<file path="src/qrs_div.sv">
// ----------------------------------------------------------------------------
// qrs_div
// pipelined unsigned restoring divider, one quotient bit per register stage
// ----------------------------------------------------------------------------
module qrs_div #(
   parameter int NUM_W  = 34,
   parameter int DEN_W  = 17,
   parameter int SIDE_W = 1
) (
   input  logic              clock,
   input  logic              reset,
   input  logic              en,
   input  logic              in_valid,
   input  logic [NUM_W-1:0]  in_num,
   input  logic [DEN_W-1:0]  in_den,
   input  logic [SIDE_W-1:0] in_side,
   output logic              out_valid,
   output logic [NUM_W-1:0]  out_quot,
   output logic [SIDE_W-1:0] out_side
);

   logic              valid_ff [0:NUM_W];
   logic [NUM_W-1:0]  work_ff  [0:NUM_W];
   logic [DEN_W-1:0]  rem_ff   [0:NUM_W];
   logic [DEN_W-1:0]  den_ff   [0:NUM_W];
   logic [SIDE_W-1:0] side_ff  [0:NUM_W];

   assign valid_ff[0] = in_valid;
   assign work_ff[0]  = in_num;
   assign rem_ff[0]   = '0;
   assign den_ff[0]   = in_den;
   assign side_ff[0]  = in_side;

   // work holds the remaining dividend bits on top and the quotient bits below
   for (genvar k = 0; k < NUM_W; k++) begin : g_stage
      logic [DEN_W:0]   trial;
      logic             ge;
      logic [DEN_W:0]   diff;
      logic [DEN_W-1:0] rem_in;

      always_comb begin
         trial  = {rem_ff[k], work_ff[k][NUM_W-1]};
         ge     = (trial >= {1'b0, den_ff[k]});
         diff   = trial - {1'b0, den_ff[k]};
         rem_in = ge ? diff[DEN_W-1:0] : trial[DEN_W-1:0];
      end

      always_ff @(posedge clock) begin
         if (reset) begin
            valid_ff[k+1] <= 1'b0;
         end else if (en) begin
            valid_ff[k+1] <= valid_ff[k];
         end
      end

      always_ff @(posedge clock) begin
         if (en) begin
            work_ff[k+1] <= {work_ff[k][NUM_W-2:0], ge};
            rem_ff[k+1]  <= rem_in;
            den_ff[k+1]  <= den_ff[k];
            side_ff[k+1] <= side_ff[k];
         end
      end
   end

   assign out_valid = valid_ff[NUM_W];
   assign out_quot  = work_ff[NUM_W];
   assign out_side  = side_ff[NUM_W];

endmodule

</file>
<file path="config.mk">
export PLATFORM = sky130hd
export DESIGN_NAME = qrs_div
export DESIGN_NICKNAME = d
export VERILOG_FILES = /design/src/qrs_div.sv
export SDC_FILE = /design/constraint.sdc
export NUM_CORES = 2
export LEC_CHECK = 0
export BUFFER_PORTS_ARGS = -buffer_cell sky130_fd_sc_hd__clkbuf_2
export CAP_MARGIN = 20
export CORE_MARGIN = 1.5
export CORE_UTILIZATION = 30
export CTS_BUF_LIST = sky130_fd_sc_hd__clkbuf_2 sky130_fd_sc_hd__clkbuf_4 sky130_fd_sc_hd__clkbuf_8
export DETAILED_ROUTE_END_ITERATION = 7
export PLACE_DENSITY = 0.5
export RECOVER_POWER = 25
export SLEW_MARGIN = 10
export SYNTH_ARGS = -nofsm -noshare
export SYNTH_HDL_FRONTEND = slang
export SYNTH_SLANG_ARGS = --single-unit
</file>
<file path="constraint.sdc">
create_clock -name clock -period 10.7 [get_ports clock]
set_input_delay 2.14 -clock clock [delete_from_list [all_inputs] [get_ports clock]]
set_output_delay 2.14 -clock clock [all_outputs]
set_load 0.05 [all_outputs]
</file>
==> Word-level counts from Yosys, hierarchy flattened <==
Index checks and enable logic that the tools add are counted.
{ "word_totals": {"mem_count": 0, "ram_bits": 0, "latchBits": 0, "elab_cells": 269, "regBits": 2346, "out_inout_bits": 36, "inputBits": 56, "rom_bits": 0} }
{ "op_classes": {"mux": 33, "div": 0, "shifts": 0, "mul": 0, "reduce_logical": 0, "n_lt_le_gt_ge": 34, "n_eq_ne": 0, "add_sub_neg": 33, "bitwise_logic": 0} }
{ "ops": {"columns": ["operator", "count"], "rows": [
  ["greater-or-equal comparator 18 x 17 -> 1 bit", 33],
  ["two-way mux 17 bit", 32],
  ["subtractor 17 bit", 32],
  ["greater-or-equal comparator 1 x 17 -> 1 bit", 1],
  ["subtractor 1 x 17 -> 17 bit", 1],
  ["two-way mux 1 bit", 1]
]} }

==> Depth between registers and ports, before layout <==
{ "depth": {"ltp_word": 2, "depth_mapped": 14, "depth_no_buf": 13} }

==> Least setup slack after synthesis <==
Ideal clock, no wire load.
{ "synth_path": {"path_kind": "in2reg", "startpoint": "in in_den[7]", "endpoint": "reg rem_ff (netlist bit g_stage[1].trial[11]), data pin", "setup_slack_ns": 7.153, "stages": 5, "required_ns": 10.568, "setup_ns": 0.132, "arrival_time_ns": 3.415, "path_buffers": 1, "path_cell_list": "nor4_1 -> nand4_1 -> a211oi_1 -> clkbuf_1 -> and2_1"} }
{ "synth_via": {"elab_chain_len": 1, "word_cells_on_any_way": 2, "classes_between": "add/sub: 1; order compare: 1"} }
{ "synth_lines": {"columns": ["item", "line", "text"], "rows": [
  ["from (decl)", "15", "input logic [DEN_W-1:0] in_den,"],
  ["greater-or-equal comparator 1 x 17 -> 1 bit", "43", "ge = (trial >= {1'b0, den_ff[k]});"],
  ["via g_stage[0].ge", "37", "logic ge;"],
  ["to (signal, indexed assignment)", "59", "rem_ff[k+1] <= rem_in;"],
  ["to (decl)", "24", "logic [DEN_W-1:0] rem_ff [0:NUM_W];"]
]} }
The timed path passes the listed nets, and every way through them passes these cells.
A chain may end at the register's enable or synchronous reset.

==> Worst setup path after layout <==
{ "layout_path": {"startpoint": "reg work_ff (netlist bit g_stage[26].trial[0])", "endpoint": "reg rem_ff (netlist bit g_stage[27].trial[14]), data pin"} }
{ "layout_via": {"elab_chain_len": 2, "word_cells_on_any_way": 3, "classes_between": "add/sub: 1; order compare: 1; mux: 1"} }
{ "layout_lines": {"columns": ["item", "line", "text"], "rows": [
  ["from (decl)", "23", "logic [NUM_W-1:0] work_ff [0:NUM_W];"],
  ["from (signal, indexed assignment)", "58", "work_ff[k+1] <= {work_ff[k][NUM_W-2:0], ge};"],
  ["subtractor 17 bit or greater-or-equal comparator 18 x 17 -> 1 bit (tied branches)", "44, 43", null],
  ["two-way mux 17 bit (*)", "45", "rem_in = ge ? diff[DEN_W-1:0] : trial[DEN_W-1:0];"],
  ["via g_stage[26].rem_in[13]", "39", "logic [DEN_W-1:0] rem_in;"]
]} }
Mark *: on every way through the listed nets, which the timed path passes. The rest lies on a longest branch.

==> run metrics <==
Req. time, crit path=11.46 ns; routed vias/inst=between 4 and 5; fraction of layout cells with a size suffix above 1=0.142; slew of the pin with the lowest slew margin=between 1 and 1.5 ns; Post-Synth Simple-Gate Area=0.0524; First-pass DRT Iterations=5; Syn Inst Count=7,318; area fraction in compound gates after synthesis=0.0933; worst path cell trace=inv_1 > ha_1 > inv_1 > fa_1 > a21o_1 > a21oi_1 > nor2b_1 > o311a_1 > a211oi_2 > a21boi_0 > o311a_1 > mux2_2; RSZ-0062 raised after global routing=no; post-CTS setup buffers=0; Max Clk Rate=about 0.24 GHz; Max H-tree Level=5; critical path arrival=between 4 and 5 ns; synthesis-to-finish area growth=13.7%; CTS Buf Count=between 400 and 500; post_cts resized=0; Placement Setup Slack=approximately 5.8 ns; global route overflow=0; crit path max fanout=18; CTS sink count=around 2,300; main combinational cell family by area after synthesis=compound AO/OA/AOI/OAI gates; IO buf count=slightly above 90; Hold Path Stages=0; status=finished clean; fin area=119,000 um2; Levels on crit path=12; die area=around 350,000 um2; Post-Route Skew=~0.10 ns; Fin. Hold Viols=0; clock buffer depth=4; relative slew slack=0.223; footprint of the multi-input gates=roughly 31,000 um2; fin crit period=between 4 and 5 ns; Post-Syn Nets=between 7,000 and 8,000; Slew Limit Fails=0; pin count of the biggest net entering global routing=between 150 and 200; critical path endpoint category=register; XOR/XNOR share of the synthesized area=0.0362; register area share after synthesis=0.672; post-synth top area cell=edfxtp_1; CTS tree=built; DRT antenna net count=0; DIE HEIGHT=593 um; WL per Instance=between 15 and 20 um; synth top area cells=edfxtp_1 67%, ha_1 6.8%, mux2_2 3.2%, inv_1 2.6%, a21oi_1 2.3%; post-synth cell types=84; prevailing post-synth register cell=edfxtp_1; placed instance area=around 110,000 um2; Synth async-reset ratio=0; clk_lat worst skew=1.06 ns; R2R Path Start=g_stage[26].trial[0]; worst r2r path cells=12; first-pass GRT wire length=between 300,000 and 400,000 um; Root Driver=clkbuf_8; clock transition at the registers of the reported paths=~0.06 ns; CP Class=reg -> reg; Final setup viols=0; io pins=92; Worst Setup SP=g_stage[26].trial[0]; Synth Cell Area=approximately 100,000 um2; Hold-fix buffers, CTS=0; hold_sp=work_ff[1152]; Post-synth EDFFs=approximately 2,300; HP Class=reg -> reg; most common cell after layout, fill and taps aside=edfxtp_1; Power Density=~280 nW/um2; Leak=approximately 45 nW; Critical Path Start Type=register; HPWL Detailed=around 130,000 um; Site Rows=216; initial antenna violation count=7; Worst Slack Setup Final=6.61 ns; fillers=between 30,000 and 40,000; vias in the first global route=59,200; via count=57,500; Synth top area share=0.665; peak supply drop=approximately 0.12 mV; Avg Cell Area, Syn=roughly 14 um2; slowest stage cell, crit path=o311a_1; #FFs+latches synth=2,346; fin crit share=0.382; setup TNS=0 ns; Total GRT Usage=0.109; mux cell area share after synthesis=0.0394; Sequential Area=70,100 um2; commonest cells after routing, fill and taps aside=2,312 x edfxtp_1, 716 x inv_1, 563 x ha_1; DRT iter0 DRCs=~3,600; Initial Utilization=0.301; max incr delay on CP=~0.78 ns; core area=roughly 350,000 um2; Max-Cap Viols=0; CP delay by family, top=compound AO/OA/AOI/OAI gates; Worst Path Buf+Inv=2; Yosys Warn Count=0; nets=between 8,000 and 9,000; chip width=593 um; Post-Route WL=roughly 200,000 um; Post-Synth Adder-Cell Area=0.0737; Final Wtd Congestion=around 0.84; drc violations=0
-- cells in the mapped netlist (all sizes together) (8+ instances only) --
cell type	instances
inv	720
nor2	397
a31oi	49
a21o	238
o211ai	29
o21a	65
or2	13
and2	20
o211a	8
nand2	303
nand4	78
a221oi	9
nor2b	61
edfxtp	2312
xnor2	253
a41oi	11
mux2i	66
o31ai	32
a311oi	12
o311ai	8
and3	41
dfxtp	34
o31a	16
clkbuf	95
nand3	84
a211o	22
o21ai	317
or3	13
buf	58
nor3	62
a211oi	49
a21boi	21
ha	563
a2111oi	14
nor4	18
xor2	178
a21oi	479
o21bai	96
fa	32
nand2b	50
mux2	304
-- layer usage --
metal,routed length [um],track usage
met2,94000,0.186
met1,86600,0.135
met3,8320,0.0203
met4,7270,0.0459
met5,12,0
-- sequential cells by signal, summed over array words and instances, names as in the netlist --
| name | cells |
|---|---|
| out_quot | 34 |
| den_ff | 561 |
| g_stage.trial | 594 |
| out_valid | 1 |
| side_ff | 33 |
| valid_ff | 33 |
| out_side | 1 |
| work_ff | 1089 |
-- worst reg2reg max path, stage by stage, from the launching register on --
cell      delay, ns
edfxtp_1       0.36
inv_1          0.08
ha_1           0.16
inv_1          0.05
fa_1           0.41
a21o_1         0.20
a21oi_1        0.23
nor2b_1        0.11
o311a_1        0.34
a211oi_2       0.42
a21boi_0       0.27
o311a_1        0.78
mux2_2         0.42
-- cell families after synthesis --
family | Yosys count
AOI/OAI and AO/OA | 1531
xor gates and xnor gates | 431
adders and majority gates | 595
buffers and inverters | 874
DFF | 2346
muxes | 370
and+or+nand+nor | 1171
-- power breakdown --
part / total (mW) / internal (mW) / switching (mW)
Clock: 8.36 / 4.63 / 3.73
Combinational: 11.0 / 5.03 / 5.98
Sequential: 13.3 / 12.5 / 0.833
Total: 32.6 / 22.1 / 10.5
-- stage by stage --
step | util | total power, mW | instances | hold WS [ns]
3_5_place_dp | 0.318 | 24.4 | 11900 | 0.405
2_1_floorplan | - | 21.7 | 7318 | 0.400
3_3_place_gp | 0.318 | 24.2 | 11900 | 0.400
5_1_grt | 0.343 | 34.9 | 12600 | 0.362
4_1_cts | 0.342 | 33.1 | 12600 | 0.354
6_report | 0.343 | 32.6 | 12600 | 0.355
-- final timing paths --
kind	endpoint	slack (ns)
worst max register to register	g_stage[27].trial[14]	6.61
worst min register to register	work_ff[1119]	0.35
worst min-delay path	work_ff[1119]	0.35
worst max-delay path	g_stage[27].trial[14]	6.61
-- layout make-up --
cell class                 count  area share
antenna                        1   0.0000211
clock buffer                 539      0.0563
clock inverter               205      0.0137
inverter                     721      0.0228
multi-input combinational   4098       0.260
sequential                  2346       0.591
tap                         4578      0.0483
timing repair buffer         133     0.00814
(Power assumes the default switching activity.)
