## src/qrs_sqrt.sv

```systemverilog
// ----------------------------------------------------------------------------
// qrs_sqrt
// pipelined floored integer square root, one root bit per register stage
// ----------------------------------------------------------------------------
module qrs_sqrt #(
   parameter int ROOT_W = 17,
   parameter int SIDE_W = 1
) (
   input  logic                  clock,
   input  logic                  reset,
   input  logic                  en,
   input  logic                  in_valid,
   input  logic [2*ROOT_W-1:0]   in_rad,
   input  logic [SIDE_W-1:0]     in_side,
   output logic                  out_valid,
   output logic [ROOT_W-1:0]     out_root,
   output logic [SIDE_W-1:0]     out_side
);

   localparam int RADW = 2 * ROOT_W;
   localparam int REMW = ROOT_W + 3;

   logic              valid_ff [0:ROOT_W];
   logic [RADW-1:0]   rad_ff   [0:ROOT_W];
   logic [REMW-1:0]   rem_ff   [0:ROOT_W];
   logic [ROOT_W-1:0] root_ff  [0:ROOT_W];
   logic [SIDE_W-1:0] side_ff  [0:ROOT_W];

   assign valid_ff[0] = in_valid;
   assign rad_ff[0]   = in_rad;
   assign rem_ff[0]   = '0;
   assign root_ff[0]  = '0;
   assign side_ff[0]  = in_side;

   for (genvar k = 0; k < ROOT_W; k++) begin : g_stage
      logic [REMW-1:0]   rem_t;
      logic [REMW-1:0]   trial;
      logic              ge;
      logic [REMW-1:0]   rem_in;
      logic [ROOT_W-1:0] root_in;

      always_comb begin
         rem_t   = {rem_ff[k][REMW-3:0], rad_ff[k][RADW-1 -: 2]};
         trial   = {1'b0, root_ff[k], 2'b01};
         ge      = (rem_t >= trial);
         rem_in  = ge ? (rem_t - trial) : rem_t;
         root_in = {root_ff[k][ROOT_W-2:0], ge};
      end

      always_ff @(posedge clock) begin
         if (reset) begin
            valid_ff[k+1] <= 1'b0;
         end else if (en) begin
            valid_ff[k+1] <= valid_ff[k];
         end
      end

      always_ff @(posedge clock) begin
         if (en) begin
            rad_ff[k+1]  <= {rad_ff[k][RADW-3:0], 2'b00};
            rem_ff[k+1]  <= rem_in;
            root_ff[k+1] <= root_in;
            side_ff[k+1] <= side_ff[k];
         end
      end
   end

   assign out_valid = valid_ff[ROOT_W];
   assign out_root  = root_ff[ROOT_W];
   assign out_side  = side_ff[ROOT_W];

endmodule

```

## config.mk

```make
export PLATFORM = sky130hd
export DESIGN_NAME = qrs_sqrt
export DESIGN_NICKNAME = d
export VERILOG_FILES = /design/src/qrs_sqrt.sv
export SDC_FILE = /design/constraint.sdc
export NUM_CORES = 1
export LEC_CHECK = 0
export BUFFER_PORTS_ARGS = -buffer_cell sky130_fd_sc_hd__buf_2
export CAP_MARGIN = 20
export CORE_AREA = 2 2 274 276
export CTS_CLUSTER_DIAMETER = 80
export DETAILED_ROUTE_END_ITERATION = 8
export DIE_AREA = 0 0 276 278
export GPL_TIMING_DRIVEN = 0
export PLACE_DENSITY_LB_ADDON = 0.05
export SYNTH_ARGS = -nofsm -noshare
export SYNTH_HDL_FRONTEND = slang
export SYNTH_SLANG_ARGS = --single-unit
```

## constraint.sdc

```tcl
create_clock -name clock -period 7.18 [get_ports clock]
set_clock_uncertainty 0.05 [all_clocks]
set_input_delay 0 -clock clock [delete_from_list [all_inputs] [get_ports clock]]
set_output_delay 0 -clock clock [all_outputs]
set_load 0.02 [all_outputs]
```

# Word-level counts from Yosys, hierarchy flattened
# Cells that the tools add are included.
# op_classes
n_addsub	16
magnitude_cmp	17
n_mux	16
# ops
operator	n
18-bit 2-to-1 mux	15
20-bit by 10-bit >= comparator with 1-bit output	1
20-bit by 11-bit >= comparator with 1-bit output	1
20-bit by 12-bit >= comparator with 1-bit output	1
20-bit by 13-bit >= comparator with 1-bit output	1
20-bit by 14-bit >= comparator with 1-bit output	1
20-bit by 15-bit >= comparator with 1-bit output	1
20-bit by 16-bit >= comparator with 1-bit output	1
20-bit by 17-bit >= comparator with 1-bit output	1
20-bit by 18-bit >= comparator with 1-bit output	1
20-bit by 3-bit >= comparator with 1-bit output	1
20-bit by 4-bit >= comparator with 1-bit output	1
20-bit by 5-bit >= comparator with 1-bit output	1
20-bit by 6-bit >= comparator with 1-bit output	1
20-bit by 7-bit >= comparator with 1-bit output	1
20-bit by 8-bit >= comparator with 1-bit output	1
20-bit by 9-bit >= comparator with 1-bit output	1
18-bit by 10-bit subtractor with 18-bit output	1
18-bit by 11-bit subtractor with 18-bit output	1
18-bit by 12-bit subtractor with 18-bit output	1
18-bit by 13-bit subtractor with 18-bit output	1
18-bit by 14-bit subtractor with 18-bit output	1
18-bit by 15-bit subtractor with 18-bit output	1
18-bit by 16-bit subtractor with 18-bit output	1
11 further kinds	11
# totals
regBits	732
input_bits	39
out_inout_bits	19

# Depth between registers and ports, before layout
# logic_depth
ltp_word	2
mapped_depth	11

# Worst setup path after synthesis
# Ideal clock, no wire load.
# synth_path
path_type	flip-flop to flip-flop
startpoint	register rem_ff, in the netlist g_stage[13].rem_t[9]
endpoint	register rem_ff, in the netlist g_stage[14].rem_t[13] (data pin)
arrival_time_ns	2.408
setup_slack_ns	4.463
stages_incl_launch_ff	9
path_buffers	1
period_less_slack_ns	2.717
path_cell_list	edfxtp_1 -> ha_1 -> a21o_1 -> a31o_2 -> a2111o_1 -> a31o_2 -> or2_1 -> buf_2 -> mux2_2
# synth_via
elab_chain_len	2
word_cells_on_any_way	3
# synth_rtl
element	line_no	source
start, declared	25	logic [REMW-1:0] rem_ff [0:ROOT_W];
start signal, assigned by index	61	rem_ff[k+1] <= rem_in;
18-bit by 15-bit subtractor with 18-bit output / 20-bit by 15-bit >= comparator with 1-bit output (equally long branches)	46, 45	
18-bit 2-to-1 mux *	46	rem_in = ge ? (rem_t - trial) : rem_t;
named net g_stage[13].rem_in[11]	39	logic [REMW-1:0] rem_in;
# Mark *: on every way through the listed nets, which the timed path passes. The rest lies on a longest branch.
# A chain may end at the register's enable or synchronous reset.

# Worst setup path in the final report
# layout_path
startpoint	register root_ff, in the netlist g_stage[12].root_in[2]
endpoint	register rem_ff, in the netlist g_stage[13].rem_t[12] (data pin)
# layout_via
elab_chain_len	2
word_cells_on_any_way	3
# layout_rtl
element	line_no	source
start, declared	26	logic [ROOT_W-1:0] root_ff [0:ROOT_W];
start signal, assigned by index	62	root_ff[k+1] <= root_in;
18-bit by 14-bit subtractor with 18-bit output / 20-bit by 14-bit >= comparator with 1-bit output (equally long branches)	46, 45	
18-bit 2-to-1 mux *	46	
named net g_stage[12].rem_in[10]	39	
# Marks and branches as above.

==> results by group <==
Status
  • Status: finished with violations
  • Failing checks: DRC

Floorplan
  • Die height: roughly 280 um
  • Starting Density: around 45%
  • Total die area: roughly 77000 um2
  • Core region area: roughly 74000 um2
  • Die width: 276 um
  • I/O Pins: 58
  • Num rows: 100

Global routing
  • Largest net degree at the start of global routing: between 100 and 150
  • Congestion Overflow GR: 0
  • Vias in the first global route: approximately 19000
  • Initial antenna violation count: 0
  • Total track usage: 15.5%
  • First-pass GRT wire length: approximately 97000 um

Worst setup path
  • Max Fanout on Critical Path: 10
  • R2r worst-path depth: 9
  • Nature of the critical path endpoint: flop
  • Data required time at the worst endpoint: 7500 ps
  • Critical Path AT: 3920 ps
  • CP Launch Type: flop
  • Setup CP Type: flop to flop

Clock network
  • Clock-pin transition on the worst setup and hold timing paths: around 60 ps
  • Clk buf depth: 3
  • CTS buffer count: about 80
  • Root Buffer Master: clkbuf_16
  • H-tree depth: 3
  • Cts repair resizes: 0
  • Clk_lat worst skew: 630 ps
  • CTS sink cnt: 727
  • TritonCTS clock tree: done

STA
  • Setup ws final: 3580 ps
  • Slew Limit Fails: 0
  • Rel. slew slack: between 40% and 50%
  • Final number of setup-violating endpoints: 0
  • Minimum clock period: between 3000 and 4000 ps
  • Slew @ Worst Pin: 890 ps
  • Fin crit share: between 50% and 60%
  • Final Hold Viols: 0
  • Final setup TNS: 0 ps
  • Unrepaired setup endpoints after global routing: no
  • Max Fclk: 278 MHz

Route
  • DR WL/cell: roughly 16 um
  • Detailed-route via count: 19200
  • # DRC: 2
  • DR pass1 iterations: 7
  • Drt via density: 5.22
  • 1st-iter DRT viols: around 1300
  • WL final: between 50000 and 60000 um
  • Post-route ant nets: 0

Synth
  • Synth area leader: edfxtp_1
  • Post-synthesis cell type count: 84
  • Post-synthesis register bit count: 727
  • Post-synth EDFFs: 710
  • Yosys top cell area share: 64.5%
  • Ys Warns: 0
  • Syn Nets: between 2000 and 3000
  • Mapped Area: ~33000 um2
  • Main synth FF type: edfxtp_1
  • Gate count after technology mapping: ~2400
  • Avg Inst Size Synth: around 13 um2
  • FFs w/ async S/R, synth: 0%
  • Top post-synthesis cells by area: edfxtp_1 (65%), ha_1 (6.5%), xnor2_1 (2.9%), inv_1 (2.4%), xor2_1 (2.3%)
  • Sequential area share after synthesis: about two thirds

Power and ir drop
  • Power per cell area: 298 nW/um2
  • Peak VDD IR: ~0.00017 V
  • Lkg Pwr: around 15 nW
  • Tot Pwr: roughly 11 mW

Place
  • RD Place Congestion: roughly 0.9
  • Pre-CTS setup slack: between 3000 and 4000 ps
  • Port bufs: 56
  • Hpwl dp: 41500 um

Layout
  • Final nets: around 2900
  • N_diodes: 0
  • Area of the multi-input gates: between 10000 and 15000 um2
  • Fraction of layout cells with a size suffix above 1: roughly a tenth
  • Area Growth Syn to Fin: 15.0%
  • Register Area: roughly 22000 um2
  • Number of fill cells: roughly 6400

Min path
  • Worst Hold Class: input port to flop
  • Hold depth: 2

Job
  • Total of max-cap violations: 0
==> cell families after synthesis <==
kind of cell,synth area share (%)
flops,65.6
simple gates,8.87
compound gates,8.95
buf+inv,2.89
xor+xnor,5.20
fa+ha+maj,6.47
mux,2.06
other cells,0.0113
==> worst max-delay path, cell delays in order (launching register included) <==
cell      delay, ps
edfxtp_1        380
inv_1            60
ha_1            460
o21ai_0         220
a21oi_1         380
nor2_1          200
o211ai_1        760
clkbuf_1        540
nor2_1           80
a31o_2          230
==> Yosys cell counts, types with 5 or more instances <==
cell / instances
edfxtp_1: 710
inv_1: 212
nor2_1: 172
ha_1: 171
a21oi_1: 137
nand2_1: 129
o21ai_0: 111
xnor2_1: 108
xor2_1: 88
nor3_1: 54
a21o_1: 46
mux2_2: 39
nand3_1: 38
o21a_1: 34
nand2b_1: 30
nor2b_1: 25
mux2i_1: 24
nand4_1: 20
o31ai_1: 20
or3_1: 19
dfxtp_1: 17
nor4_1: 17
a211oi_1: 16
buf_2: 14
clkbuf_1: 14
o211ai_1: 14
or4_1: 12
a31oi_1: 11
or2_2: 11
o21bai_1: 10
nand3b_1: 9
o41ai_1: 7
a31o_2: 6
and3_1: 5
o211a_1: 5
==> metal layers <==
| metal | track usage, % | routed length [um] |
|---|---|---|
| met5 | 0 | 0 |
| met4 | 5.69 | 1560 |
| met3 | 3.39 | 3180 |
| met2 | 25.1 | 27100 |
| met1 | 20.6 | 27500 |
==> state kept, by name, summed over array words and instances (netlist names) <==
name,flops
out_side,1
g_stage.rem_t,300
side_ff,16
g_stage.root_in,136
out_root,17
valid_ff,16
out_valid,1
rad_ff,240
==> where the power goes <==
part           leakage (nW)  total, mW  switching, mW  internal (mW)
clock network          1.33       4.16           1.69           2.48
registers              6.94       5.48          0.249           5.23
logic                  6.41       1.67          0.927          0.738
total                  14.7       11.3           2.86           8.45
==> area by class of cell <==
type / count / share of cell area [%]
buffer: 33 / 0.422
timing repair buffer: 117 / 2.60
inverter: 212 / 2.09
clock inverter: 46 / 1.54
multi-input combinational: 1476 / 27.4
sequential: 727 / 57.0
clock buffer: 105 / 5.68
tap: 969 / 3.19
==> cells in the final DEF (no fill, tap or decap), drive strengths merged, types with 24 or more instances in the layout <==
master       netlist  routed
a21o              46      46
a21oi            138     138
buf               19      80
clkbuf            14     119
clkinv             0      36
dlygate4sd3        0      56
edfxtp           710     710
ha               171     171
inv              212     212
mux2              39      39
mux2i             24      24
nand2            129     129
nand2b            30      30
nand3             40      40
nor2             173     173
nor2b             25      25
nor3              57      57
o21a              34      34
o21ai            114     114
or3               25      25
xnor2            108     108
xor2              88      88
==> path summary, 6_finish.rpt <==
check	end	slack (ps)	start
worst min register to register	rad_ff[360]	350	rad_ff[392]
worst min-delay path	rad_ff[569]	30	in_rad[23]
worst max-delay path	g_stage[13].rem_t[12]	3580	g_stage[12].root_in[2]
worst max register to register	g_stage[13].rem_t[12]	3580	g_stage[12].root_in[2]
==> stage by stage <==
step / utilization [%] / std cells / hold slack (ps) / instance area, um2
4_1_cts: 51.5 / 3685 / 0.636 / 38000
2_1_floorplan: - / 2448 / 48.9 / 33000
3_3_place_gp: 46.8 / 3473 / 127 / 34500
5_1_grt: 51.5 / 3685 / 15.6 / 38000
6_report: 51.5 / 3685 / 31.6 / 38000
3_5_place_dp: 47.0 / 3478 / 128 / 34700
==> repair_timing <==
item / 4_1_cts / 5_1_grt
hold buffers: 56 / 0
setup endpoints to repair: 0 / 0
endpoints found under the hold margin: 135 / 0
setup buffers: 0 / 0
Power figures use the tool's default switching activity.
